===== config.mk =====
export PLATFORM = sky130hd
export DESIGN_NAME = gmg_recip
export DESIGN_NICKNAME = d
export VERILOG_FILES = /design/src/hdl/gmg_pkg.sv /design/src/hdl/gmg_recip.sv
export SDC_FILE = /design/constraint.sdc
export NUM_CORES = 1
export LEC_CHECK = 0
export ABC_AREA = 1
export BUFFER_PORTS_ARGS = -buffer_cell sky130_fd_sc_hd__buf_2
export CORE_ASPECT_RATIO = 1.25
export CORE_MARGIN = 3
export CORE_UTILIZATION = 51
export CTS_CLUSTER_SIZE = 28
export DETAILED_ROUTE_END_ITERATION = 10
export GPL_ROUTABILITY_DRIVEN = 0
export PLACE_DENSITY = 0.76
export SYNTH_ARGS = -nofsm -noshare
export SYNTH_HDL_FRONTEND = slang
export SYNTH_SLANG_ARGS = --single-unit
export TNS_END_PERCENT = 100

===== constraint.sdc =====
create_clock -name clk -period 1.8 [get_ports clk]
set_input_delay 0.45 -clock clk [delete_from_list [all_inputs] [get_ports clk]]
set_output_delay 0.45 -clock clk [all_outputs]
set_load 0.05 [all_outputs]

===== src/hdl/gmg_pkg.sv =====
// Package for the grid mesh generator: widths, register indexes, request modes,
// the grid size clamp and the status struct of the reciprocal unit.
// Depends on nothing; every other file of the block imports it.
`timescale 1ns / 1ps

package gmg_pkg;

	localparam int GRID_MAX    = 256;
	localparam int DIM_W       = 9;
	localparam int COORD_W     = 8;
	localparam int DIV_W       = 8;
	localparam int RECIP_SHIFT = 24;
	localparam int RECIP_W     = RECIP_SHIFT + 1;
	localparam int RECIP_STEPS = RECIP_SHIFT + 1;
	localparam int STEP_W      = $clog2(RECIP_STEPS);
	localparam int FRAC_SHIFT  = 16;
	localparam int FRAC_W      = FRAC_SHIFT + 1;
	localparam int POS_W       = 17;
	localparam int TEX_W       = 24;
	localparam int IDX_W       = 16;
	localparam int CFG_W       = 16;
	localparam int CFG_ADDR_W  = 3;
	localparam int IN_DATA_W   = 16;
	localparam int OUT_DATA_W  = 184;

	typedef enum logic [CFG_ADDR_W-1:0] {
		REG_COLS   = 3'd0,
		REG_ROWS   = 3'd1,
		REG_HALF_W = 3'd2,
		REG_HALF_H = 3'd3,
		REG_TILE_X = 3'd4,
		REG_TILE_Y = 3'd5
	} cfg_reg_t;

	localparam logic MODE_VERTEX = 1'b0;
	localparam logic MODE_CELL   = 1'b1;

	typedef struct packed {
		logic               busy;
		logic [RECIP_W-1:0] recip;
	} recip_stat_t;

	// Effective grid size: values below two act as two, values above the
	// grid limit act as the limit.
	function automatic logic [DIM_W-1:0] clamp_dim(input logic [DIM_W-1:0] v);
		logic [DIM_W-1:0] r;
		if (v < DIM_W'(2)) begin
			r = DIM_W'(2);
		end else if (v > DIM_W'(GRID_MAX)) begin
			r = DIM_W'(GRID_MAX);
		end else begin
			r = v;
		end
		return r;
	endfunction

endpackage


===== src/hdl/gmg_recip.sv =====
// Serial reciprocal unit: floor(2^24 / d) for an 8-bit divisor, one quotient
// bit per cycle by restoring division. Uses gmg_pkg.
`timescale 1ns / 1ps

module gmg_recip (
	input  logic                      clk,
	input  logic                      arst_n,
	input  logic                      start,
	input  logic [gmg_pkg::DIV_W-1:0] d,
	output gmg_pkg::recip_stat_t      stat
);
	import gmg_pkg::*;

	logic [DIV_W-1:0]   d_q;
	logic [DIV_W-1:0]   rem_q;
	logic [RECIP_W-1:0] quo_q;
	logic [STEP_W-1:0]  cnt_q;
	logic               busy_q;

	logic [DIV_W:0]     rem_sh;
	logic               qbit;
	logic [DIV_W:0]     rem_sub;

	// The dividend is a one followed by RECIP_SHIFT zeros.
	always_comb begin
		rem_sh  = {rem_q, (cnt_q == '0)};
		qbit    = (rem_sh >= {1'b0, d_q});
		rem_sub = rem_sh - {1'b0, d_q};
	end

	always_ff @(posedge clk or negedge arst_n) begin
		if (!arst_n) begin
			busy_q <= 1'b0;
			cnt_q  <= '0;
			rem_q  <= '0;
			d_q    <= DIV_W'(1);
			quo_q  <= RECIP_W'(1) << RECIP_SHIFT;
		end else if (start) begin
			busy_q <= 1'b1;
			cnt_q  <= '0;
			rem_q  <= '0;
			d_q    <= d;
			quo_q  <= '0;
		end else if (busy_q) begin
			rem_q  <= qbit ? rem_sub[DIV_W-1:0] : rem_sh[DIV_W-1:0];
			quo_q  <= {quo_q[RECIP_W-2:0], qbit};
			cnt_q  <= cnt_q + STEP_W'(1);
			if (cnt_q == STEP_W'(RECIP_STEPS - 1)) begin
				busy_q <= 1'b0;
			end
		end
	end

	assign stat.busy  = busy_q;
	assign stat.recip = quo_q;

endmodule


==> results.ini, run 1 <==
[floorplan]
die_w_um = 67.2
die_area_um2 = 5550
die_h_um = 82.6
core_area_um2 = 4460
io_pins = 37
start_util_pct = 53.6
num_rows = 27

[sta]
post-route-worst-setup-slack_ns = -0.241
period_share_pct = 113
final_hold_viol_count = 0
rsz0062_at_grt = yes
setup_viol = 9
min_period_ns = 2.04
fin_skew_ns = 0.00334
max_slew_margin_pct = 74.4
slew_violations = 0
tightestPinTransition_ns = 0.383
max_clock_freq_mhz = 490

[layout]
utilization_pct = 66.9
final_common_cell = nand2_1
mostFrequentLayoutCells = nand2_1 (63), inv_1 (49), dfrtp_1 (45)
final_nets = 356
instances_no_fill = 393
diodes = 0
fin_area_um2 = 2980
multi_input_area_um2 = 1070
syn2layout_area_growth_pct = 24.8
seq_area_um2 = 1180
drive_above_1_share_pct = 29.0
fillers = 378

[place]
placed_cells = 380
dp_slack_ns = -0.182
placed_area_um2 = 2750
hpwl_mm = 3.85
portBuffers = 36

[clocking]
insertion_delay_ns = 0.29
clkSlewWorstSetupHoldPaths_ns = 0.09
clockRootBuffer = clkbuf_8
cts_tree = done
h-tree-depth = 2
cts_buffer_depth = 2
cts.sinks = 47
cts-buffers-inserted = 5

[logic_synthesis]
ys_warn_count = 0
syn_area_per_cell_um2 = 8.54
synth_area_um2 = 2390
synthXorXnorAreaFrac_pct = 1.10
synth_seq_cells = 47
yosys-mux-area-fraction_pct = 0
synthDistinctLibCells = 28
synthAdderAreaFrac_pct = 6.07
synth_top_family_by_area = simple AND/OR/NAND/NOR gates
synth_fp_nets = 302
ys_seq_area_share_pct = 49.3
synthCells = 280
synthSimpleGateAreaFrac_pct = 22.8
synth-compound-area-share_pct = 10.3

[power]
power_density_nw_per_um2 = 1340
irDropWorstVdd_v = 0.000942
power_mw = 4.00
p_sw_mw = 1.61
p_sw_share_pct = 40.1
pwr-share-clk_pct = 19.9
seq_power_share_pct = 32.2
p_int_mw = 2.40
leakage_nw = 1.56
power.share.combinational_pct = 47.9

[grt]
antenna_found_initial = 0
grt_max_degree = 48
grt-ovfl-total = 0
track_usage_pct = 21.1
grt_pass1_vias = 1960
grt_pass1_wl_mm = 8.83

[setup_path]
required_ns = 1.99
crit_arrival_ns = 2.23
crit_fanout = 5
setup.worst_path.end_class = flip-flop
worstReg2RegStart = cnt_q[0]
cp-start-kind = flip-flop
critical_path_class = flip-flop to flip-flop
cp-startpoint = cnt_q[0]

[route]
drtPass1Iterations = 4
drtIter0Drc = 102
top_layer = met4
detail-route-antenna-nets = 0
wirelength_met1_mm = 2.22
wl_met3_um = 241
vias = 2041
wirelength_mm = 5.53
wl_per_cell_um = 14.1
wl_met2_mm = 2.98
drc = 0
vias_per_cell = 5.19

[hold_path]
hold_path_class = input pin to async pin

[flow_run]
drv_cap = 0

[outcome]
violations = setup timing
status = complete, but fails checks

-- kinds of logic after synthesis --
| kind of cell | after synthesis |
|---|---|
| AND/OR/NAND/NOR | 113 |
| buffers and inverters | 63 |
| flip-flops | 47 |
| AO/OA/AOI/OAI | 43 |
| adder cells (fa/ha/maj) | 11 |
| XOR/XNOR | 3 |
-- final cells by class --
| class | instances | area share, % |
|---|---|---|
| Clock buffer | 6 | 2.77 |
| Clock inverter | 2 | 1.17 |
| Inverter | 54 | 6.80 |
| Multi-Input combinational cell | 172 | 35.9 |
| Sequential cell | 47 | 39.5 |
| Tap cell | 58 | 2.43 |
| Timing Repair Buffer | 54 | 11.4 |
-- state kept, by name, summed over array words and instances, names as in the netlist --
| register | cells |
|---|---|
| rem_q | 8 |
| cnt_q | 5 |
| busy_q | 1 |
| d_q | 8 |
| quo_q | 25 |
-- Yosys cell counts (all sizes together) --
library cell / number / share of area [%]
nand2: 73 / 13
inv: 54 / 8.5
dfrtp: 45 / 47
o22ai: 23 / 6.0
nand3: 16 / 3.8
nor2: 12 / 2.3
o21ai: 12 / 2.5
ha: 10 / 5.2
a21oi: 7 / 1.5
buf: 6 / 1.6
nand3b: 5 / 1.6
clkbuf: 3 / 0.47
nand4: 3 / 0.79
nor3: 3 / 1.1
xor2: 3 / 1.1
dfstp: 2 / 2.2
a31oi: 1 / 0.26
fa: 1 / 0.84
or2: 1 / 0.26
-- layer usage --
layer,up-vias,track usage (%)
li1,1008,-
met1,972,25.8
met2,51,37.8
met3,10,3.92
met4,0,5.48
met5,-,0
-- repair_timing --
action,4_1_cts,5_1_grt
buffers inserted,1,3
setup endpoints to repair,9,9
cloned,2,0
endpoints found under the hold margin,0,0
pin swaps,6,9
resized for setup,8,12
hold buffers,0,0
-- metrics by stage --
step / hold WS, ns / TNS [ns]
finish: 0.126 / -1.91
global route: 0.138 / -2.77
CTS: 0.138 / -1.58
detailed placement: 0.458 / -1.46
global placement: 0.449 / -0.884
floorplan: 0.154 / 0
-- worst paths after layout --
path / endpoint / slack [ns] / cells past startpoint
max in group asynchronous: quo_q[24] / 1.40 / 2
min in group clk: d_q[7] / 0.36 / 3
hold reg to reg: quo_q[24] / 0.51 / 2
setup / recovery: rem_q[7] / -0.24 / 14
setup reg to reg: rem_q[7] / -0.24 / 14
hold / removal: quo_q[8] / 0.13 / 2
-- worst max-delay path, stage by stage (launching register included) --
cell and delay (ns):
dfrtp_1 0.40, inv_2 0.09, ha_4 0.13, nand4_1 0.18
ha_4 0.29, nand2_2 0.05, nor2_1 0.04, nand2_1 0.09
nor2_4 0.06, nor2_4 0.26, nand2_8 0.11, nand2_4 0.09
nand2_2 0.05, nand2_1 0.05, nand2_1 0.04
-- power groups by stage --
stage,combinational [mW],clock [mW],sequential [mW]
3_3_place_gp,1.56,0,1.30
6_report,1.92,0.796,1.29
3_5_place_dp,1.60,0,1.31
4_1_cts,1.71,0.805,1.28
2_1_floorplan,1.08,0,1.35
5_1_grt,2.14,0.850,1.31
Power figures use the tool's default switching activity.
==> inputs of run 2 (changes only) <==
- PLACE_DENSITY: 0.76 -> 0.74
- REMOVE_ABC_BUFFERS: not set -> 1
==> results.ini, run 2 (synthesis gave the netlist of run 1 again) <==
[floorplan]
die_w_um = 67.2  ; unchanged
die_h_um = 82.6  ; unchanged
io_pins = 37  ; unchanged
core_area_um2 = 4460  ; unchanged
die_area_um2 = 5550  ; unchanged
num_rows = 27  ; unchanged
start_util_pct = 53.6  ; unchanged

[route]
vias_per_cell = 5.09  ; was 5.19
wirelength_mm = 5.27  ; was 5.53 mm
drtPass1Iterations = 4  ; unchanged
wl_per_cell_um = 13.1  ; was 14.1 um
detail-route-antenna-nets = 0  ; unchanged
drc = 0  ; unchanged
vias = 2041  ; unchanged
drtIter0Drc = 103  ; was 102

[hold_path]
hold_path_class = input pin to async pin  ; unchanged

[power]
pwr-share-clk_pct = 16.1  ; was 19.9%
leakage_nw = 1.56  ; about the same
p_int_mw = 2.35  ; was 2.40 mW
irDropWorstVdd_v = 0.000622  ; was 0.000942 V
power.share.combinational_pct = 50.9  ; was 47.9%
p_sw_share_pct = 40.1  ; about the same
p_sw_mw = 1.57  ; was 1.61 mW
seq_power_share_pct = 33.0  ; was 32.2%
power_density_nw_per_um2 = 1320  ; was 1340 nW/um2

[grt]
grt_pass1_vias = 2011  ; was 1960
met1_usage_pct = 26.2  ; was 25.8%
grt_pass1_wl_mm = 8.81  ; was 8.83 mm
grtUsageMet3_pct = 5.01  ; was 3.92%
grt_util_met2_pct = 33.9  ; was 37.8%
grt_max_degree = 26  ; was 48
track_usage_pct = 20.9  ; was 21.1%
grt.busiest_layer = met2  ; unchanged
grt-ovfl-total = 0  ; unchanged
antenna_found_initial = 0  ; unchanged

[sta]
setup_viol = 9  ; unchanged
rsz0062_at_grt = yes  ; unchanged
min_period_ns = 2.04  ; about the same
tightestPinTransition_ns = 0.418  ; was 0.383 ns
max_slew_margin_pct = 72.1  ; was 74.4%
post-route-worst-setup-slack_ns = -0.241  ; about the same
final_hold_viol_count = 0  ; unchanged
period_share_pct = 113  ; about the same
fin_skew_ns = 0.00560  ; was 0.00334 ns
slew_violations = 0  ; unchanged
max_clock_freq_mhz = 490  ; about the same

[clocking]
cts.sinks = 47  ; unchanged
insertion_delay_ns = 0.30  ; was 0.29 ns
clockRootBuffer = clkbuf_8  ; unchanged
h-tree-depth = 2  ; unchanged
cts_buffer_depth = 2  ; unchanged
cts-buffers-inserted = 5  ; unchanged
clkSlewWorstSetupHoldPaths_ns = 0.09  ; about the same
cts_tree = done  ; unchanged

[setup_path]
cp_slowest_cell = dfrtp_1  ; unchanged
crit_family = simple AND/OR/NAND/NOR gates  ; unchanged
setup.worst_path.end_class = flip-flop  ; unchanged
cpMostUsedCell = nand2_1  ; unchanged
slowest_delay_ns = 0.40  ; about the same
crit_fanout = 7  ; was 5
cp-start-kind = flip-flop  ; unchanged
crit_buf_inv = 2  ; was 1
path_cells = inv_2 > ha_4 > nand4_1 > ha_4 > nand2_2 > nor2_1 > nand2_1 > nor2_2 > nor2_4 > buf_6 > nand2_8 > nand2_1 > nand3_1 > nand2_1  ; was inv_2 > ha_4 > nand4_1 > ha_4 > nand2_2 > nor2_1 > nand2_1 > nor2_4 > nor2_4 > nand2_8 > nand2_4 > nand2_2 > nand2_1 > nand2_1
crit_arrival_ns = 2.23  ; about the same
required_ns = 1.99  ; about the same
critical_path_class = flip-flop to flip-flop  ; unchanged

[place]
dp_slack_ns = -0.173  ; was -0.182 ns
placed_cells = 381  ; was 380
placed_area_um2 = 2730  ; was 2750 um2
hpwl_mm = 3.65  ; was 3.85 mm
portBuffers = 36  ; unchanged

[layout]
mostFrequentLayoutCells = nand2_1 (63), inv_1 (49), dfrtp_1 (45)  ; unchanged
fillers = 380  ; was 378
reg_top3 = quo_q x25, d_q x8, rem_q x8  ; unchanged
top_register = quo_q  ; unchanged
fin_area_um2 = 2970  ; was 2980 um2
final_nets = 364  ; was 356
utilization_pct = 66.6  ; was 66.9%
diodes = 0  ; unchanged
drive_above_1_share_pct = 29.4  ; was 29.0%
final_common_cell = nand2_1  ; unchanged
syn2layout_area_growth_pct = 24.2  ; was 24.8%
instances_no_fill = 401  ; was 393
largest_reg_flops = 25  ; unchanged

[outcome]
violations = setup timing  ; unchanged
status = complete, but fails checks  ; unchanged

[flow_run]
drv_cap = 0  ; unchanged

-- run 2: cell count changes in the layout (fill, tap and decap cells not counted), sizes merged --
| cell | change |
|---|---|
| bufinv | -1 |
| nor2 | -1 |
| buf | +9 |
| clkinvlp | +1 |
-- run 2: metrics by stage --
step           TNS [ns]  hold slack (ns)  total power, mW
2_1_floorplan     -7.40            0.154             2.42
3_5_place_dp     -0.917            0.407             2.83
3_3_place_gp     -0.757            0.396             2.80
5_1_grt           -2.68           0.0770             4.25
6_report          -1.82           0.0740             3.92
4_1_cts          -0.993           0.0758             3.63
-- run 2: worst paths after layout --
path                             endpoint  cells after the start       from  slack, ns
worst min-delay path            quo_q[10]                      1     arst_n       0.07
worst max-delay path             rem_q[1]                     14   cnt_q[0]      -0.24
min in group clk                   d_q[5]                      3       d[5]       0.35
worst max register to register   rem_q[1]                     14   cnt_q[0]      -0.24
max in group asynchronous       quo_q[24]                      2     arst_n       1.15
worst min register to register  quo_q[24]                      2  quo_q[24]       0.49
-- run 2: area by class of cell --
type	instances	area [um2]	share of cell area [%]
flip-flops and latches	47	1180	39.7
multi-input cells	171	1030	34.8
repair buffers	63	399	13.4
inverters	54	203	6.82
clock buffers	6	72.6	2.44
well taps	58	72.6	2.44
clock inverters	2	12.5	0.421
-- run 2: what timing repair did --
item	CTS	global route
hold buffers	0	0
gates cloned	0	1
buffers inserted	7	5
pin swaps	2	9
resized for setup	6	13
setup endpoints to repair	9	9
-- run 2: worst reg2reg max path, stage by stage, from the launching register on --
cell and delay (ns):
dfrtp_1 0.40, inv_2 0.09, ha_4 0.14, nand4_1 0.15, ha_4 0.33, nand2_2 0.04
nor2_1 0.09, nand2_1 0.07, nor2_2 0.15, nor2_4 0.06, buf_6 0.14, nand2_8 0.08
nand2_1 0.07, nand3_1 0.08, nand2_1 0.05
-- run 2: layer usage --
| layer | share of wire (%) | vias to the layer above |
|---|---|---|
| met3 | 5.3 | 16 |
| met4 | 3.2 | 0 |
| li1 | - | 1016 |
| met1 | 42 | 948 |
| met2 | 49 | 61 |
| met5 | 0 | - |
-- run 2: power by group through the flow --
stage	Sequential (mW)	Combinational (mW)	Clock (mW)
after floorplan	1.35	1.07	0
after global placement	1.30	1.50	0
after detailed placement	1.30	1.52	0
after CTS	1.29	1.70	0.636
after global routing	1.31	2.26	0.688
final	1.29	1.99	0.629
==> inputs of run 3 (changes only) <==
- ABC_AREA: 1 -> 0
- CTS_CLUSTER_DIAMETER: not set -> 60
- PLACE_DENSITY: 0.74 -> 0.73
==> results.ini, run 3 <==
[setup_path]
r2r_setup_slack_ns = -0.75  ; was -0.24 ns
cp-start-kind = flip-flop  ; unchanged
setup.worst_path.end_class = flip-flop  ; unchanged
required_ns = 1.97  ; was 1.99 ns
crit_fanout = 4  ; was 7
crit_arrival_ns = 2.72  ; was 2.23 ns
critical_path_class = flip-flop to flip-flop  ; unchanged

[logic_synthesis]
synth_seq_cells = 47  ; unchanged
ys_warn_count = 0  ; unchanged
synth_ff_type = dfrtp_1  ; unchanged
synthTopCellsByCount = dfrtp_1 (45), nor2_1 (40), mux2i_1 (25)  ; was nand2_1 (68), inv_1 (52), dfrtp_1 (45), o22ai_1 (23), nand3_1 (14)
ys_seq_area_share_pct = 47.3  ; was 49.3%
async_flop_share_pct = 100  ; unchanged
synth_area_um2 = 2490  ; was 2390 um2
netlist_top_cells_area = dfrtp_1 (45%), mux2i_1 (10%), nor2_1 (6.0%)  ; was dfrtp_1 (47%), nand2_1 (11%), inv_1 (8.2%)
synth.most_common_cell = dfrtp_1  ; was nand2_1
synthDistinctLibCells = 48  ; was 28
synth_top_area_share_pct = 45.2  ; was 47.1%
yosysTopAreaCell = dfrtp_1  ; unchanged
synth_edf_count = 0  ; unchanged
syn_area_per_cell_um2 = 10.2  ; was 8.54 um2
synthCells = 243  ; was 280

[layout]
fillers = 359  ; was 380
mostFrequentLayoutCells = dfrtp_1 (44), nor2_1 (40), buf_2 (36)  ; was nand2_1 (63), inv_1 (49), dfrtp_1 (45)
syn2layout_area_growth_pct = 29.0  ; was 24.2%
final_nets = 328  ; was 364
drive_above_1_share_pct = 34.5  ; was 29.4%
top_register = quo_q  ; unchanged
diodes = 0  ; unchanged
largest_reg_flops = 25  ; unchanged
reg_top3 = quo_q x25, d_q x8, rem_q x8  ; unchanged
final_common_cell = dfrtp_1  ; was nand2_1

[route]
drtPass1Iterations = 4  ; unchanged
wl_met2_mm = 2.97  ; was 2.59 mm
vias = 2021  ; was 2041
wirelength_met1_mm = 2.38  ; was 2.23 mm
drc = 0  ; unchanged
wirelength_mm = 5.61  ; was 5.27 mm
wl_met3_um = 198  ; was 279 um
vias_per_cell = 5.54  ; was 5.09
drtIter0Drc = 137  ; was 103
top_layer = met4  ; unchanged
wl_per_cell_um = 15.4  ; was 13.1 um
detail-route-antenna-nets = 0  ; unchanged

[floorplan]
start_util_pct = 54.6  ; was 53.6%
io_pins = 37  ; unchanged
die_h_um = 84.1  ; was 82.6 um
die_area_um2 = 5760  ; was 5550 um2
core_area_um2 = 4560  ; was 4460 um2
num_rows = 27  ; unchanged
die_w_um = 68.5  ; was 67.2 um

[clocking]
cts-hold-fix-buffers = 0  ; unchanged
clockRootBuffer = clkbuf_8  ; unchanged
cts_buffer_depth = 2  ; unchanged
h-tree-depth = 2  ; unchanged
cts.sinks = 47  ; unchanged
clkSlewWorstSetupHoldPaths_ns = 0.09  ; about the same
cts_tree = done  ; unchanged
cts-buffers-inserted = 5  ; unchanged
insertion_delay_ns = 0.31  ; was 0.30 ns

[power]
irDropWorstVdd_v = 0.000600  ; was 0.000622 V
leakage_nw = 1.76  ; was 1.56 nW
power_density_nw_per_um2 = 1220  ; was 1320 nW/um2
seq_power_share_pct = 32.0  ; was 33.0%
pwr-share-clk_pct = 20.5  ; was 16.1%
p_int_mw = 2.44  ; was 2.35 mW
power.share.combinational_pct = 47.6  ; was 50.9%
p_sw_mw = 1.46  ; was 1.57 mW
p_sw_share_pct = 37.4  ; was 40.1%

[sta]
rsz0062_at_grt = yes  ; unchanged
setup_viol = 9  ; unchanged
tightestPinTransition_ns = 0.579  ; was 0.418 ns
period_share_pct = 142  ; was 113%
final_hold_viol_count = 0  ; unchanged
max_clock_freq_mhz = 392  ; was 490 MHz
min_period_ns = 2.55  ; was 2.04 ns
slew_violations = 0  ; unchanged
whs_ns = 0.118  ; was 0.0740 ns
fin_setup_tns_ns = -5.89  ; was -1.82 ns
post-route-worst-setup-slack_ns = -0.749  ; was -0.241 ns
max_slew_margin_pct = 61.3  ; was 72.1%
fin_skew_ns = 0.00992  ; was 0.00560 ns

[outcome]
status = complete, but fails checks  ; unchanged
violations = setup timing  ; unchanged

[grt]
track_usage_pct = 21.1  ; was 20.9%
grt_pass1_wl_mm = 9.46  ; was 8.81 mm
grt_max_degree = 48  ; was 26
antenna_found_initial = 0  ; unchanged
grt-ovfl-total = 0  ; unchanged
grt_pass1_vias = 2033  ; was 2011

[flow_run]
drv_cap = 0  ; unchanged

[hold_path]
hold_path_class = input pin to async pin  ; unchanged

[place]
hpwl_mm = 3.91  ; was 3.65 mm
portBuffers = 36  ; unchanged

## run 3: changes by cell type after synthesis, sizes merged, moves of 4 or more
cell    before  now
mux2i        0   25
a211oi       0    4
o22ai       23    2
nand2       73   14
nor4         0    4
inv         54   14
a31oi        1    5
nor2        12   40
clkbuf       3   10
nand3b       5    1
nand3       16    2
## run 3: through the flow
step | power (mW) | instance area (um2) | cells | utilization, % | setup slack [ns]
2_1_floorplan | 2.26 | 2420 | 227 | - | -0.943
3_3_place_gp | 2.81 | 2960 | 355 | 64.8 | -0.884
3_5_place_dp | 2.86 | 2960 | 355 | 64.8 | -0.972
4_1_cts | 3.74 | 3130 | 363 | 68.6 | -0.720
5_1_grt | 4.13 | 3210 | 365 | 70.4 | -0.859
6_report | 3.90 | 3210 | 365 | 70.4 | -0.749
## run 3: metal layers
metal	track usage [%]	up-vias
met5	0	-
met4	7.05	0
met3	3.10	5
met2	36.0	42
met1	26.6	988
li1	-	986
## run 3: cell families (layout without fill, tap and decap cells)
| group | after synthesis | after routing | share of synthesized area, % |
|---|---|---|---|
| AO/OA/AOI/OAI | 52 | 52 | 16.4 |
| XOR/XNOR | 6 | 6 | 2.11 |
| adder cells (fa/ha/maj) | 11 | 11 | 5.83 |
| buffers and inverters | 30 | 94 | 4.87 |
| flip-flops | 47 | 47 | 47.3 |
| multiplexers | 26 | 26 | 10.5 |
| AND/OR/NAND/NOR | 71 | 71 | 13.0 |
## run 3: worst max-delay path, stage by stage, from the launching register on
cell	delay, ns
dfrtp_1	0.39
inv_1	0.06
ha_1	0.15
or4b_4	0.49
ha_4	0.19
nand3b_4	0.17
a31oi_4	0.22
o2111ai_4	0.17
buf_6	0.17
a2111oi_4	0.29
o22ai_1	0.10
## run 3: power by group through the flow
stage	sequential [mW]	clock, mW	combinational [mW]
2_1_floorplan	1.32	0	0.942
3_3_place_gp	1.26	0	1.55
3_5_place_dp	1.26	0	1.59
4_1_cts	1.24	0.810	1.69
5_1_grt	1.26	0.856	2.01
6_report	1.25	0.798	1.86
## run 3: path summary, 6_finish.rpt
| path | depth (start not counted) | endpoint | startpoint |
|---|---|---|---|
| setup / recovery | 10 | rem_q[7] | cnt_q[0] |
| hold / removal | 2 | d_q[5] | arst_n |
| setup reg to reg | 10 | rem_q[7] | cnt_q[0] |
| hold reg to reg | 2 | d_q[6] | d_q[6] |
| max in group asynchronous | 2 | d_q[0] | arst_n |
| min in group clk | 3 | d_q[1] | d[1] |
## run 3: timing repair
item / in CTS / in global routing
gates resized for setup: 10 / 16
pin swaps: 6 / 7
buffers inserted: 0 / 2
setup endpoints to repair: 9 / 9
## run 3: layout make-up
| cell class | instances | area [um2] | share of cell area, % |
|---|---|---|---|
| timing repair buffer | 72 | 487 | 15.2 |
| multi-input combinational | 166 | 1310 | 40.6 |
| clock buffer | 5 | 68.8 | 2.14 |
| inverter | 14 | 52.6 | 1.64 |
| clock inverter | 3 | 46.3 | 1.44 |
| tap | 58 | 72.6 | 2.26 |
| sequential | 47 | 1180 | 36.7 |
